===== src/sv/mbrtu_pkg.sv =====
// mbrtu_pkg: item types and fixed codes of the modbus rtu master frame engine
// no dependencies; used by modbus_rtu_master_frame_engine
`default_nettype none

package mbrtu_pkg;

  // input transaction codes
  localparam logic [1:0] FUNC_REQ  = 2'd0;
  localparam logic [1:0] FUNC_RX   = 2'd1;
  localparam logic [1:0] FUNC_END  = 2'd2;
  localparam logic [1:0] FUNC_NONE = 2'd3;

  // result kinds
  localparam logic [1:0] KIND_TX     = 2'd0;
  localparam logic [1:0] KIND_REG    = 2'd1;
  localparam logic [1:0] KIND_STATUS = 2'd2;

  // modbus function code that reads holding registers
  localparam logic [7:0] FC_READ_REGS = 8'h03;

  // crc-16, reflected
  localparam logic [15:0] CRC_INIT = 16'hFFFF;
  localparam logic [15:0] CRC_POLY = 16'hA001;

  // status bits
  localparam int unsigned STAT_CRC_BIT   = 6;
  localparam logic [7:0]  STAT_CRC_MASK  = 8'h40;
  localparam logic [7:0]  STAT_SHORT_MASK = 8'h80;

  typedef struct packed {
    logic [1:0]  func;
    logic [7:0]  slave_addr;
    logic [7:0]  function_code;
    logic [15:0] reg_addr;
    logic [15:0] data_word;
    logic [7:0]  rx_byte;
  } in_item_t;

  typedef struct packed {
    logic [1:0]  out_kind;
    logic [7:0]  tx_byte;
    logic [3:0]  reg_index;
    logic [15:0] reg_value;
    logic [7:0]  status;
    logic        last;
  } out_item_t;

endpackage

`default_nettype wire


===== src/sv/mbrtu_ram.sv =====
// mbrtu_ram: generic single write port ram with one registered read port
// no dependencies
`default_nettype none

module mbrtu_ram #(
  parameter int unsigned WIDTH = 16,
  parameter int unsigned DEPTH = 16,
  parameter int unsigned AW    = (DEPTH > 1) ? $clog2(DEPTH) : 1
) (
  input  wire logic             clk_i,
  input  wire logic             we_i,
  input  wire logic [AW-1:0]    waddr_i,
  input  wire logic [WIDTH-1:0] wdata_i,
  input  wire logic             re_i,
  input  wire logic [AW-1:0]    raddr_i,
  output logic      [WIDTH-1:0] rdata_o
);

  logic [WIDTH-1:0] mem_q [DEPTH];
  logic [WIDTH-1:0] rdata_q;

  // write port
  always_ff @(posedge clk_i) begin
    if (we_i) begin
      mem_q[waddr_i] <= wdata_i;
    end
  end

  // registered read port
  always_ff @(posedge clk_i) begin
    if (re_i) begin
      rdata_q <= mem_q[raddr_i];
    end
  end

  assign rdata_o = rdata_q;

endmodule

`default_nettype wire


===== src/sv/modbus_rtu_master_frame_engine.sv =====
// modbus_rtu_master_frame_engine: framing core of a modbus rtu master
// depends on mbrtu_pkg and mbrtu_ram
//
// Input transactions (in_valid_i/in_ready_o, in_item_i) carry one of three
// commands: send a request, one received response byte, or end of response.
// A request yields eight transmit bytes (address, function, register, word,
// crc low, crc high). Response bytes yield nothing. An end yields a status
// result, and for a good read response first one result per register.
// Results leave on out_valid_o/out_ready_o through one output register.
// The block takes one transaction at a time; in_ready_o is high only while
// it is idle. A single bit-serial crc unit (one polynomial step a cycle)
// computes the request crc over the six header bytes and folds each
// response data byte into the running crc; register values are read back
// from the ram one at a time. A stalled receiver holds the output
// register and the sequencer waits. Reset clears the request to all zeros
// and the crc accumulator to 0xFFFF; the register ram needs no clearing.
`default_nettype none

module modbus_rtu_master_frame_engine #(
  parameter int unsigned MAX_REGS = 16
) (
  input  wire logic                 clk_i,
  input  wire logic                 rst_ni,
  input  wire logic                 in_valid_i,
  output logic                      in_ready_o,
  input  wire mbrtu_pkg::in_item_t  in_item_i,
  output logic                      out_valid_o,
  input  wire logic                 out_ready_i,
  output mbrtu_pkg::out_item_t      out_item_o
);

  localparam int unsigned MaxLen = (2 * MAX_REGS + 5 > 8) ? 2 * MAX_REGS + 5 : 8;
  localparam int unsigned CW     = $clog2(MaxLen + 1);
  localparam int unsigned AW     = (MAX_REGS > 1) ? $clog2(MAX_REGS) : 1;
  localparam int unsigned KW     = $clog2(MAX_REGS + 1);

  // sequencer states
  localparam logic [3:0] S_IDLE     = 4'd0;
  localparam logic [3:0] S_TX_XOR   = 4'd1;
  localparam logic [3:0] S_TX_SHIFT = 4'd2;
  localparam logic [3:0] S_TX_EMIT  = 4'd3;
  localparam logic [3:0] S_RX_BYTE  = 4'd4;
  localparam logic [3:0] S_RX_SHIFT = 4'd5;
  localparam logic [3:0] S_RX_NEXT  = 4'd6;
  localparam logic [3:0] S_END_READ = 4'd7;
  localparam logic [3:0] S_RD_REQ   = 4'd8;
  localparam logic [3:0] S_RD_WAIT  = 4'd9;
  localparam logic [3:0] S_STAT     = 4'd10;

  logic [3:0]  state_q, state_d;
  // request
  logic [7:0]  req_addr_q, req_addr_d;
  logic [7:0]  req_func_q, req_func_d;
  logic [15:0] req_reg_q, req_reg_d;
  logic [15:0] req_word_q, req_word_d;
  // committed receive context
  logic [CW-1:0] rx_cnt_q, rx_cnt_d;
  logic [15:0]   run_crc_q, run_crc_d;
  logic [15:0]   frz_crc_q, frz_crc_d;
  logic [7:0]    err_q, err_d;
  logic [7:0]    held_q, held_d;
  // working copy of the receive context
  logic [CW-1:0] cnt_w_q, cnt_w_d;
  logic [15:0]   crc_w_q, crc_w_d;
  logic [15:0]   frz_w_q, frz_w_d;
  logic [7:0]    err_w_q, err_w_d;
  // sequencer scratch
  logic [7:0]    b_q, b_d;
  logic          end_mode_q, end_mode_d;
  logic          short_q, short_d;
  logic [2:0]    tb_q, tb_d;
  logic [2:0]    bit_q, bit_d;
  logic [KW-1:0] k_q, k_d;
  logic [7:0]    stat_q, stat_d;
  // output register
  logic                 out_valid_q, out_valid_d;
  mbrtu_pkg::out_item_t out_item_q, out_item_d;

  // ram ports
  logic          ram_we, ram_re;
  logic [AW-1:0] ram_waddr, ram_raddr;
  logic [15:0]   ram_wdata, ram_rdata;

  logic          is_read;
  logic [CW-1:0] exp_len;
  logic [CW:0]   cnt_p2;
  logic [CW:0]   len_ext;
  logic [CW-1:0] q_idx;
  logic          slot_free;
  logic [15:0]   word_clamped;

  // one polynomial step of the shared crc unit
  function automatic logic [15:0] crc_shift(input logic [15:0] c);
    return c[0] ? ((c >> 1) ^ mbrtu_pkg::CRC_POLY) : (c >> 1);
  endfunction

  // byte of the request frame at a position
  function automatic logic [7:0] frame_byte(input logic [2:0] idx, input logic [7:0] a,
                                            input logic [7:0] f, input logic [15:0] r,
                                            input logic [15:0] w, input logic [15:0] c);
    logic [7:0] res;
    case (idx)
      3'd0:    res = a;
      3'd1:    res = f;
      3'd2:    res = r[15:8];
      3'd3:    res = r[7:0];
      3'd4:    res = w[15:8];
      3'd5:    res = w[7:0];
      3'd6:    res = c[7:0];
      default: res = c[15:8];
    endcase
    return res;
  endfunction

  assign is_read   = (req_func_q == mbrtu_pkg::FC_READ_REGS);
  assign exp_len   = is_read ? CW'({req_word_q, 1'b0} + 17'd5) : CW'(8);
  assign cnt_p2    = {1'b0, cnt_w_q} + (CW+1)'(2);
  assign len_ext   = {1'b0, exp_len};
  assign q_idx     = cnt_w_q - CW'(3);
  assign slot_free = !out_valid_q || out_ready_i;

  assign word_clamped = ((in_item_i.function_code == mbrtu_pkg::FC_READ_REGS) &&
                         (in_item_i.data_word > 16'(MAX_REGS))) ?
                        16'(MAX_REGS) : in_item_i.data_word;

  assign ram_wdata = {held_q, b_q};
  assign ram_waddr = AW'(q_idx >> 1);
  assign ram_raddr = AW'(k_q);

  // sequencer
  always_comb begin
    state_d     = state_q;
    req_addr_d  = req_addr_q;
    req_func_d  = req_func_q;
    req_reg_d   = req_reg_q;
    req_word_d  = req_word_q;
    rx_cnt_d    = rx_cnt_q;
    run_crc_d   = run_crc_q;
    frz_crc_d   = frz_crc_q;
    err_d       = err_q;
    held_d      = held_q;
    cnt_w_d     = cnt_w_q;
    crc_w_d     = crc_w_q;
    frz_w_d     = frz_w_q;
    err_w_d     = err_w_q;
    b_d         = b_q;
    end_mode_d  = end_mode_q;
    short_d     = short_q;
    tb_d        = tb_q;
    bit_d       = bit_q;
    k_d         = k_q;
    stat_d      = stat_q;
    out_valid_d = out_valid_q && !out_ready_i;
    out_item_d  = out_item_q;
    ram_we      = 1'b0;
    ram_re      = 1'b0;

    unique case (state_q)
      S_IDLE: begin
        if (in_valid_i) begin
          unique case (in_item_i.func)
            mbrtu_pkg::FUNC_REQ: begin
              req_addr_d = in_item_i.slave_addr;
              req_func_d = in_item_i.function_code;
              req_reg_d  = in_item_i.reg_addr;
              req_word_d = word_clamped;
              rx_cnt_d   = '0;
              run_crc_d  = mbrtu_pkg::CRC_INIT;
              frz_crc_d  = '0;
              err_d      = '0;
              held_d     = '0;
              crc_w_d    = mbrtu_pkg::CRC_INIT;
              tb_d       = '0;
              state_d    = S_TX_XOR;
            end
            mbrtu_pkg::FUNC_RX: begin
              cnt_w_d    = rx_cnt_q;
              crc_w_d    = run_crc_q;
              frz_w_d    = frz_crc_q;
              err_w_d    = err_q;
              b_d        = in_item_i.rx_byte;
              end_mode_d = 1'b0;
              state_d    = S_RX_BYTE;
            end
            mbrtu_pkg::FUNC_END: begin
              cnt_w_d    = rx_cnt_q;
              crc_w_d    = run_crc_q;
              frz_w_d    = frz_crc_q;
              err_w_d    = err_q;
              end_mode_d = 1'b1;
              short_d    = (rx_cnt_q < exp_len);
              state_d    = is_read ? S_END_READ : S_RX_NEXT;
            end
            default: begin
              state_d = S_IDLE;
            end
          endcase
        end
      end

      // crc over the six header bytes of the request
      S_TX_XOR: begin
        crc_w_d = crc_w_q ^ {8'h00, frame_byte(tb_q, req_addr_q, req_func_q, req_reg_q,
                                               req_word_q, crc_w_q)};
        bit_d   = '0;
        state_d = S_TX_SHIFT;
      end
      S_TX_SHIFT: begin
        crc_w_d = crc_shift(crc_w_q);
        bit_d   = bit_q + 3'd1;
        if (bit_q == 3'd7) begin
          if (tb_q == 3'd5) begin
            tb_d    = '0;
            state_d = S_TX_EMIT;
          end else begin
            tb_d    = tb_q + 3'd1;
            state_d = S_TX_XOR;
          end
        end
      end

      // hand out the eight frame bytes
      S_TX_EMIT: begin
        if (slot_free) begin
          out_valid_d         = 1'b1;
          out_item_d          = '0;
          out_item_d.out_kind = mbrtu_pkg::KIND_TX;
          out_item_d.tx_byte  = frame_byte(tb_q, req_addr_q, req_func_q, req_reg_q,
                                           req_word_q, crc_w_q);
          out_item_d.last     = (tb_q == 3'd7);
          tb_d                = tb_q + 3'd1;
          if (tb_q == 3'd7) begin
            state_d = S_IDLE;
          end
        end
      end

      // one response byte against the working context
      S_RX_BYTE: begin
        if (cnt_w_q >= exp_len) begin
          state_d = S_RX_NEXT;
        end else if (cnt_p2 < len_ext) begin
          crc_w_d = crc_w_q ^ {8'h00, b_q};
          bit_d   = '0;
          if (!is_read) begin
            if (b_q != frame_byte(cnt_w_q[2:0], req_addr_q, req_func_q, req_reg_q,
                                  req_word_q, crc_w_q)) begin
              err_w_d[cnt_w_q[2:0]] = 1'b1;
            end
          end else if (cnt_w_q >= CW'(3)) begin
            if (!q_idx[0]) begin
              held_d = b_q;
            end else begin
              ram_we = !end_mode_q;
            end
          end
          state_d = S_RX_SHIFT;
        end else if (cnt_p2 == len_ext) begin
          frz_w_d = crc_w_q;
          if (b_q != crc_w_q[7:0]) begin
            err_w_d[mbrtu_pkg::STAT_CRC_BIT] = 1'b1;
          end
          cnt_w_d = cnt_w_q + CW'(1);
          state_d = S_RX_NEXT;
        end else begin
          if (b_q != frz_w_q[15:8]) begin
            err_w_d[mbrtu_pkg::STAT_CRC_BIT] = 1'b1;
          end
          cnt_w_d = cnt_w_q + CW'(1);
          state_d = S_RX_NEXT;
        end
      end
      S_RX_SHIFT: begin
        crc_w_d = crc_shift(crc_w_q);
        bit_d   = bit_q + 3'd1;
        if (bit_q == 3'd7) begin
          cnt_w_d = cnt_w_q + CW'(1);
          state_d = S_RX_NEXT;
        end
      end

      // commit a byte, or pad a short echo with zero bytes
      S_RX_NEXT: begin
        if (!end_mode_q) begin
          rx_cnt_d  = cnt_w_q;
          run_crc_d = crc_w_q;
          frz_crc_d = frz_w_q;
          err_d     = err_w_q;
          state_d   = S_IDLE;
        end else if (cnt_w_q < exp_len) begin
          b_d     = '0;
          state_d = S_RX_BYTE;
        end else begin
          stat_d  = err_w_q | (short_q ? mbrtu_pkg::STAT_SHORT_MASK : 8'h00);
          state_d = S_STAT;
        end
      end

      // end of a read response
      S_END_READ: begin
        if (short_q) begin
          stat_d  = mbrtu_pkg::STAT_SHORT_MASK;
          state_d = S_STAT;
        end else if (err_q[mbrtu_pkg::STAT_CRC_BIT]) begin
          stat_d  = mbrtu_pkg::STAT_CRC_MASK;
          state_d = S_STAT;
        end else begin
          k_d     = '0;
          state_d = S_RD_REQ;
        end
      end
      S_RD_REQ: begin
        if (16'(k_q) < req_word_q) begin
          ram_re  = 1'b1;
          state_d = S_RD_WAIT;
        end else begin
          stat_d  = 8'h00;
          state_d = S_STAT;
        end
      end
      S_RD_WAIT: begin
        if (slot_free) begin
          out_valid_d          = 1'b1;
          out_item_d           = '0;
          out_item_d.out_kind  = mbrtu_pkg::KIND_REG;
          out_item_d.reg_index = 4'(k_q);
          out_item_d.reg_value = ram_rdata;
          k_d                  = k_q + KW'(1);
          state_d              = S_RD_REQ;
        end
      end

      // completion status
      S_STAT: begin
        if (slot_free) begin
          out_valid_d         = 1'b1;
          out_item_d          = '0;
          out_item_d.out_kind = mbrtu_pkg::KIND_STATUS;
          out_item_d.status   = stat_q;
          out_item_d.last     = 1'b1;
          state_d             = S_IDLE;
        end
      end

      default: begin
        state_d = S_IDLE;
      end
    endcase
  end

  // state registers
  always_ff @(posedge clk_i or negedge rst_ni) begin
    if (!rst_ni) begin
      state_q     <= S_IDLE;
      req_addr_q  <= '0;
      req_func_q  <= '0;
      req_reg_q   <= '0;
      req_word_q  <= '0;
      rx_cnt_q    <= '0;
      run_crc_q   <= mbrtu_pkg::CRC_INIT;
      frz_crc_q   <= '0;
      err_q       <= '0;
      held_q      <= '0;
      cnt_w_q     <= '0;
      crc_w_q     <= '0;
      frz_w_q     <= '0;
      err_w_q     <= '0;
      b_q         <= '0;
      end_mode_q  <= 1'b0;
      short_q     <= 1'b0;
      tb_q        <= '0;
      bit_q       <= '0;
      k_q         <= '0;
      stat_q      <= '0;
      out_valid_q <= 1'b0;
      out_item_q  <= '0;
    end else begin
      state_q     <= state_d;
      req_addr_q  <= req_addr_d;
      req_func_q  <= req_func_d;
      req_reg_q   <= req_reg_d;
      req_word_q  <= req_word_d;
      rx_cnt_q    <= rx_cnt_d;
      run_crc_q   <= run_crc_d;
      frz_crc_q   <= frz_crc_d;
      err_q       <= err_d;
      held_q      <= held_d;
      cnt_w_q     <= cnt_w_d;
      crc_w_q     <= crc_w_d;
      frz_w_q     <= frz_w_d;
      err_w_q     <= err_w_d;
      b_q         <= b_d;
      end_mode_q  <= end_mode_d;
      short_q     <= short_d;
      tb_q        <= tb_d;
      bit_q       <= bit_d;
      k_q         <= k_d;
      stat_q      <= stat_d;
      out_valid_q <= out_valid_d;
      out_item_q  <= out_item_d;
    end
  end

  // holding register store
  mbrtu_ram #(
    .WIDTH (16),
    .DEPTH (MAX_REGS),
    .AW    (AW)
  ) u_reg_ram (
    .clk_i   (clk_i),
    .we_i    (ram_we),
    .waddr_i (ram_waddr),
    .wdata_i (ram_wdata),
    .re_i    (ram_re),
    .raddr_i (ram_raddr),
    .rdata_o (ram_rdata)
  );

  assign in_ready_o  = (state_q == S_IDLE);
  assign out_valid_o = out_valid_q;
  assign out_item_o  = out_item_q;

  // a taken command with a known code leaves idle
  a_busy_after_cmd: assert property (@(posedge clk_i) disable iff (!rst_ni)
    (in_valid_i && in_ready_o && (in_item_i.func != mbrtu_pkg::FUNC_NONE)) |=> !in_ready_o)
    else $error("sequencer stayed idle after a command");

  // after the eighth crc step of a received data byte the sequencer moves to S_RX_NEXT
  a_rx_shift_len: assert property (@(posedge clk_i) disable iff (!rst_ni)
    (state_q == S_RX_SHIFT && bit_q == 3'd7) |=> (state_q == S_RX_NEXT))
    else $error("crc step count broken");

  // the working byte count never runs past the expected frame length
  a_cnt_bound: assert property (@(posedge clk_i) disable iff (!rst_ni)
    (state_q == S_RX_NEXT) |-> (cnt_w_q <= exp_len))
    else $error("receive count beyond frame length");

  // register values are only read out for a read response
  a_read_only: assert property (@(posedge clk_i) disable iff (!rst_ni)
    (state_q == S_RD_REQ) |-> is_read)
    else $error("register readout outside a read");

endmodule

`default_nettype wire

===== config.mk =====
export PLATFORM = sky130hd
export DESIGN_NAME = modbus_rtu_master_frame_engine
export DESIGN_NICKNAME = d
export VERILOG_FILES = /design/src/sv/mbrtu_pkg.sv /design/src/sv/mbrtu_ram.sv /design/src/sv/modbus_rtu_master_frame_engine.sv
export SDC_FILE = /design/constraint.sdc
export NUM_CORES = 1
export LEC_CHECK = 0
export ABC_AREA = 1
export BUFFER_PORTS_ARGS = -buffer_cell sky130_fd_sc_hd__clkbuf_2
export CELL_PAD_IN_SITES_DETAIL_PLACEMENT = 1
export CELL_PAD_IN_SITES_GLOBAL_PLACEMENT = 1
export CORE_UTILIZATION = 50
export CTS_BUF_LIST = sky130_fd_sc_hd__clkbuf_4 sky130_fd_sc_hd__clkbuf_8
export DETAILED_ROUTE_END_ITERATION = 8
export PLACE_DENSITY = 0.9
export SLEW_MARGIN = 40
export SYNTH_ARGS = -nofsm -noshare
export SYNTH_HDL_FRONTEND = slang
export SYNTH_SLANG_ARGS = --single-unit

===== constraint.sdc =====
create_clock -name clk_i -period 4.19 [get_ports clk_i]
set_input_delay 0.6285 -clock clk_i [delete_from_list [all_inputs] [get_ports clk_i]]
set_output_delay 0.6285 -clock clk_i [all_outputs]
set_load 0.02 [all_outputs]

# Word level (Yosys, flattened, before mapping)
# Memories as Yosys holds them, arrays and structs flattened. A register that Yosys moved wholly into a read port is not among the register bits.
# Cells that the tools add are included.
dict set report classes {
  n_bitwise 5
  magnitude_cmp 9
  add_sub_neg 7
  eq_ne 64
  reduce_logical 41
  n_mux 123
}
# op count
set ops {}
lappend ops {{2-to-1 mux 16 bit} 16}
lappend ops {{2-to-1 mux 8 bit} 28}
lappend ops {{one-hot mux 16 bit (2 select lines)} 4}
lappend ops {{2-to-1 mux 39 bit} 3}
lappend ops {{one-hot mux 39 bit (3 select lines)} 1}
lappend ops {{one-hot mux 8 bit (7 select lines)} 2}
lappend ops {{one-hot mux 16 bit (4 select lines)} 1}
lappend ops {{one-hot mux 8 bit (2 select lines)} 4}
lappend ops {{2-to-1 mux 6 bit} 10}
lappend ops {{!= test 2 bit (second input constant)} 24}
lappend ops {{one-hot mux 4 bit (11 select lines)} 1}
lappend ops {{2-to-1 mux 4 bit} 9}
lappend ops {{XOR 16 x 8 -> 16 bit} 2}
lappend ops {{one-hot mux 3 bit (3 select lines)} 3}
lappend ops {{== test 3 bit (second input constant)} 8}
lappend ops {{!= test 8 bit} 3}
lappend ops {{one-hot mux 8 bit (3 select lines)} 1}
lappend ops {{2-to-1 mux 3 bit} 7}
lappend ops {{AND reduction 5 bit} 4}
lappend ops {{2-to-1 mux 1 bit} 19}
lappend ops {{one-hot mux 6 bit (3 select lines)} 1}
lappend ops {{== test 4 x 3 -> 1 bit (second input constant)} 4}
lappend ops {{== test 8 x 2 -> 1 bit (second input constant)} 2}
lappend ops {{> comparator 16 x 5 -> 1 bit (second input constant)} 1}
lappend ops {{49 further kinds} 91}
dict set report totals {
  memories 1
  in_bits 62
  ram_bits 256
  out_inout_bits 41
  elab_cells 279
  ff_bits 221
}
# memory words word_bits rd rd_clocked_by_memory_dff wr line
set memory_table {}
lappend memory_table {u_reg_ram.mem_q 16 16 1 1 1 mbrtu_ram.sv:19} ;# logic [WIDTH-1:0] mem_q [DEPTH];

# Logic depth before layout (Yosys ltp)
dict set report logic_depth {
  ltp_word 12
  ltp_mapped 21
  mapped_depth_nobuf 19
}

# Cells and area by module
# A second synthesis with hierarchy kept.
dict set report unflattened {
  hier_cells 2619
  area_unflattened_um2 23294.8
}
# mod cells_each seq_area_each_um2 instances area_per_inst_um2
set modules_own_cells {}
lappend modules_own_cells {modbus_rtu_master_frame_engine 1545 5149.9 1 11746.3}
lappend modules_own_cells {mbrtu_ram 1074 8167.8 1 11548.6}

# Worst setup path after synthesis
# No wires, ideal clock.
dict set report synth_timing {
  kind {register -> register}
  start {register cnt_w_q[2]}
  end {memory u_reg_ram.mem_q[0][0], enable pin}
  stages_incl_launch_ff 14
  arrival_time_ns 3.059
  n_path_buf 1
  required_ns 3.802
  synth_period_minus_slack_ns 3.447
  setup_time_ns 0.388
  setup_slack_ns 0.743
  cell_sequence {dfrtp_1 > inv_2 > buf_2 > ha_1 > ha_1 > a21oi_1 > o21ai_0 > a21oi_4 > inv_2 > nor2_4 > nand4_2 > nor2_4 > nand3_2 > nor2_1}
}
dict set report synth_via {
  elab_chain_len 8
  word_cells_on_any_way 12
  classes_between {2 x add/sub; 3 x order compare; 7 x mux}
}
# element line
set synth_lines {}
lappend synth_lines {{from (decl)} modbus_rtu_master_frame_engine.sv:63} ;# logic [CW-1:0] cnt_w_q, cnt_w_d;
lappend synth_lines {{from (signal assigned)} modbus_rtu_master_frame_engine.sv:388} ;# cnt_w_q <= cnt_w_d;
lappend synth_lines {{branches (longest 8 deep; another with adder 6 x 2 -> 7 bit)} -}
lappend synth_lines {{to (decl)} mbrtu_ram.sv:19}
# Parallel ways; which one is timed is not known.

# Worst setup path after layout
dict set report layout_timing {
  start {register req_func_q[3]}
  end {memory u_reg_ram.mem_q[5][3], enable pin}
}
dict set report layout_via {
  elab_chain_len 8
  word_cells_on_any_way 10
  classes_between {2 x order compare; 1 x eq/ne; 7 x mux}
}
# element line
set layout_lines {}
lappend layout_lines {{from (decl)} modbus_rtu_master_frame_engine.sv:53} ;# logic [7:0] req_func_q, req_func_d;
lappend layout_lines {{from (signal assigned)} modbus_rtu_master_frame_engine.sv:380} ;# req_func_q <= req_func_d;
lappend layout_lines {{== test 8 x 2 -> 1 bit (*)} modbus_rtu_master_frame_engine.sv:115} ;# assign is_read = (req_func_q == mbrtu_pkg::FC_READ_REGS);
lappend layout_lines {{2-to-1 mux 6 bit} modbus_rtu_master_frame_engine.sv:116} ;# assign exp_len = is_read ? CW'({req_word_q, 1'b0} + 17'd5) : CW'(8);
lappend layout_lines {{< comparator 7 x 6 -> 1 bit} modbus_rtu_master_frame_engine.sv:242} ;# end else if (cnt_p2 < len_ext) begin
lappend layout_lines {{2-to-1 mux 1 bit} modbus_rtu_master_frame_engine.sv:242}
lappend layout_lines {{2-to-1 mux 1 bit (*)} modbus_rtu_master_frame_engine.sv:240} ;# if (cnt_w_q >= exp_len) begin
lappend layout_lines {{2-to-1 mux 1 bit (*)} modbus_rtu_master_frame_engine.sv:158} ;# unique case (state_q)
lappend layout_lines {{2-to-1 mux 1 bit (*)} mbrtu_ram.sv:24} ;# if (we_i) begin
lappend layout_lines {{2-to-1 mux 1 bit (implied by the code) (*)} mbrtu_ram.sv:25} ;# mem_q[waddr_i] <= wdata_i;
# Mark *: on every way between the ends. The rest lies on a longest branch, timed or not.

==> impl_summary.txt <==
----------------------------------------------------
[Run status]
  Status ... complete, no violations

[Place]
  Number of input and output port buffers inserted ... 102
  Final weighted congestion of routability-driven global placement ... 0.978
  Post-detail-place hpwl ... 54000 um

[Detailed routing]
  Aggregate routed wire length ... 79000 um
  First-pass DRT Iterations ... 6
  Routed wire per std cell ... 25.8 um
  Post-detailed-route count of antenna-violating nets ... 0
  Via-to-Cell Ratio ... 6.14
  Number of design rule violations left after detail routing ... 0
  Initial detailed-routing violation count ... 2039
  Vias ... 18800

[Timing]
  Unrepaired setup endpoints after global routing ... no
  Setup Viol. Count Final ... 0
  Transition time at the pin with the least slew margin ... 0.815 ns
  Number of max-slew violations in the final report ... 0
  Sum of negative setup slack ... 0 ns
  Tightest slew margin relative to the limit ... 45.3%
  Final clock skew ... 0.0627 ns
  Maximum operating frequency ... 273 MHz
  Number of hold-slack violations in the final timing report ... 0
  Final Cycle Share ... 87.5%
  Final critical-path required period ... 3.67 ns

[Setup path]
  Category of the critical setup timing path ... flip-flop to flip-flop
  Arrival time of data at the critical path endpoint ... 4.01 ns
  Slowest cell delay on critical path ... 0.40 ns
  Depth of the critical timing path with buffers and inverters included ... 15
  Cell breakdown of the critical path ... nor2_1 > nand3_1 > nor2_4 > nand3_1 > ha_1 > a21oi_1 > nand3_1 > a21oi_4 > inv_2 > nor2_4 > nand4_2 > nor2_4 > nand3_2 > nor2_1 > buf_4
  Register-to-register setup slack ... 0.52 ns
  Worst endpoint required time ... 4.53 ns
  Depth of the most critical reg-to-reg path ... 15
  Critical path fanouts, max ... 16
  Crit-path slowest cell ... dfrtp_1
  Worst setup SP type ... flip-flop
  Worst Setup End Kind ... flip-flop
  Count of buffer and inverter cells on the critical path ... 2
  Cell family with the largest share of critical-path delay ... simple AND/OR/NAND/NOR gates

[Hold path]
  Path type of the worst min-delay path ... input port to flip-flop
  Cells on Worst Hold Path ... 3

[CTS]
  Clock Sink Count ... 477
  Clk buf depth ... 3
  Clock slew seen by the registers of the worst setup and hold paths ... 0.06 ns
  Worst skew pair latency ... 0.71 ns
  Cts bufs inserted ... 82
  H-tree depth ... 3
  Number of resized instances in the post-cts repair step ... 0
  TritonCTS clock tree ... built
  Root Driver ... clkbuf_8

[Synth]
  Yosys warns ... 0
  Most frequently used flop master after synthesis ... edfxtp_1
  Number of enable flip-flop cells after synthesis ... 272
  Post-synth design cell area ... 22100 sq um
  Async S/R FF share, synth ... 43.0%
  Mapped Nets ... 2384
  Portion of the post-synthesis area used by sequential elements ... 60.4%
  Count of distinct cell types in the synthesized netlist ... 51
  Mean Syn Cell Area ... 9.67 sq um
  Cells after synthesis ... 2280
  Synthesis-stage register bit count ... 477

[Power]
  IR Drop Worst-Case VDD ... 0.353 mV
  Leakage Power ... 10.6 nW
  Power per cell area ... 808 nW/um^2

[Finish]
  Core utilization of the finished layout ... 57.9%
  Share of layout cells above drive strength 1 ... 14.9%
  Layout overhead on the synthesized area ... 13.6%
  Most common cell after layout, fill and taps aside ... nand2_1
  Top library cells by usage in the layout, fill and taps aside ... nand2_1, edfxtp_1, o21ai_0, nor2_1, dfrtp_1
  Fin nets ... 2514

[Floorplanning]
  Core region area ... 43300 sq um
  Die boundary width ... 212 um
  Starting Density ... 51.0%
  Die Area ... 45000 sq um
  Count of boundary I/O pins ... 103
  Placement row count ... 76
  Die Y ... 212 um

[GRT]
  Pin count of the biggest net entering global routing ... 110
  Total Routing Usage GR ... 36.0%
  Antenna violations before repair ... 3
  Vias in the first global route ... 19507
  First-pass GRT wire length ... 119000 um
  Total gr overflow ... 0

[Flow run]
  Number of max-capacitance violations reported ... 0

----------------------------------------------------
[registers in the layout, indices dropped and copies added (netlist names), 16 cells and up]
name and flops:
u_reg_ram.mem_q 256, req_word_q 16, u_reg_ram.rdata_o 16, req_reg_q 16, run_crc_q 16, crc_w_q 16
out_item_o 39
[path summary, 6_finish.rpt]
kind | endpoint | from
setup / recovery | u_reg_ram.mem_q[5][3] | req_func_q[3]
hold / removal | req_reg_q[1] | in_item_i[25]
setup reg to reg | u_reg_ram.mem_q[5][3] | req_func_q[3]
hold reg to reg | crc_w_q[13] | crc_w_q[13]
max in group asynchronous | k_q[0] | rst_ni
min in group asynchronous | out_item_o[5] | rst_ni
[where the power goes]
group / leakage, nW / total, W / internal [W] / switching, W
Sequential: 5.11 / 0.00758 / 0.00625 / 0.00132
Combinational: 4.56 / 0.00813 / 0.00223 / 0.00591
Clock: 0.910 / 0.00454 / 0.00249 / 0.00205
[logic make-up (layout without fill, tap and decap cells)]
| kind of cell | Yosys count | after routing | synth area share [%] |
|---|---|---|---|
| adder cells (fa/ha/maj) | 42 | 42 | 2.38 |
| buffers and inverters | 282 | 479 | 5.03 |
| AO/OA/AOI/OAI | 474 | 474 | 12.4 |
| XOR/XNOR | 21 | 21 | 0.834 |
| AND/OR/NAND/NOR | 984 | 984 | 18.9 |
| other | 0 | 1 | 0 |
| flip-flops | 477 | 477 | 60.4 |
[cells in the mapped netlist, drive strengths merged (2+ instances only)]
library cell | n | area share [%]
a22o | 16 | 0.64
clkbuf | 74 | 1.3
dfrtp | 189 | 21
xor2 | 14 | 0.56
edfxtp | 272 | 37
inv | 177 | 3.0
a22oi | 11 | 0.44
nor2 | 246 | 4.5
nand2 | 509 | 8.8
o21ai | 296 | 6.8
nor3 | 9 | 0.20
nand4 | 27 | 0.82
a21o | 2 | 0.068
a21oi | 40 | 0.98
o221ai | 28 | 1.1
nor4 | 7 | 0.23
ha | 42 | 2.4
o22ai | 62 | 1.8
nand3 | 182 | 4.3
dfstp | 16 | 1.9
a31oi | 3 | 0.085
nand3b | 3 | 0.10
clkinv | 2 | 0.034
o211ai | 8 | 0.29
buf | 29 | 0.72
xnor2 | 7 | 0.28
[timing repair]
item                                   in CTS  in global routing
setup buffers                               0                  0
endpoints found under the hold margin      94                  0
setup endpoints to repair                   0                  0
hold buffers                                1                  0
[per-stage QoR]
stage / setup WS [ns] / cell area (sq um) / power (W) / hold WS (ns) / instances
5_1_grt: 0.348 / 25100 / 0.0212 / 0.151 / 3062
4_1_cts: 0.588 / 25000 / 0.0200 / 0.119 / 3062
6_report: 0.524 / 25100 / 0.0203 / 0.141 / 3063
3_5_place_dp: 0.646 / 23300 / 0.0154 / 0.460 / 2910
2_1_floorplan: 0.743 / 22100 / 0.0120 / 0.333 / 2280
3_3_place_gp: 0.821 / 23300 / 0.0148 / 0.455 / 2910
[worst min-delay path: stages]
cell      delay [ns]
clkbuf_2        0.07
nand2_1         0.04
nand2_1         0.05
[layer usage]
metal  GRT usage [%]  vias to the layer above  wire [um]
met5               0                        -         32
met1            47.1                     9398      31400
met2            56.8                     1012      36400
met4            19.1                        4       4050
met3            7.13                      254       7180
li1                -                     8132          -
[final cells by class]
cell class | instances | area [sq um]
Antenna cell | 1 | 2.50
Clock inverter | 32 | 285
Timing Repair Buffer | 149 | 923
Clock buffer | 119 | 1450
Tap cell | 585 | 732
Multi-Input combinational cell | 1521 | 7660
Inverter | 179 | 673
Sequential cell | 477 | 13300
Fill cell | 4879 | 18200
Note: power is estimated with default switching activity, not from simulation.
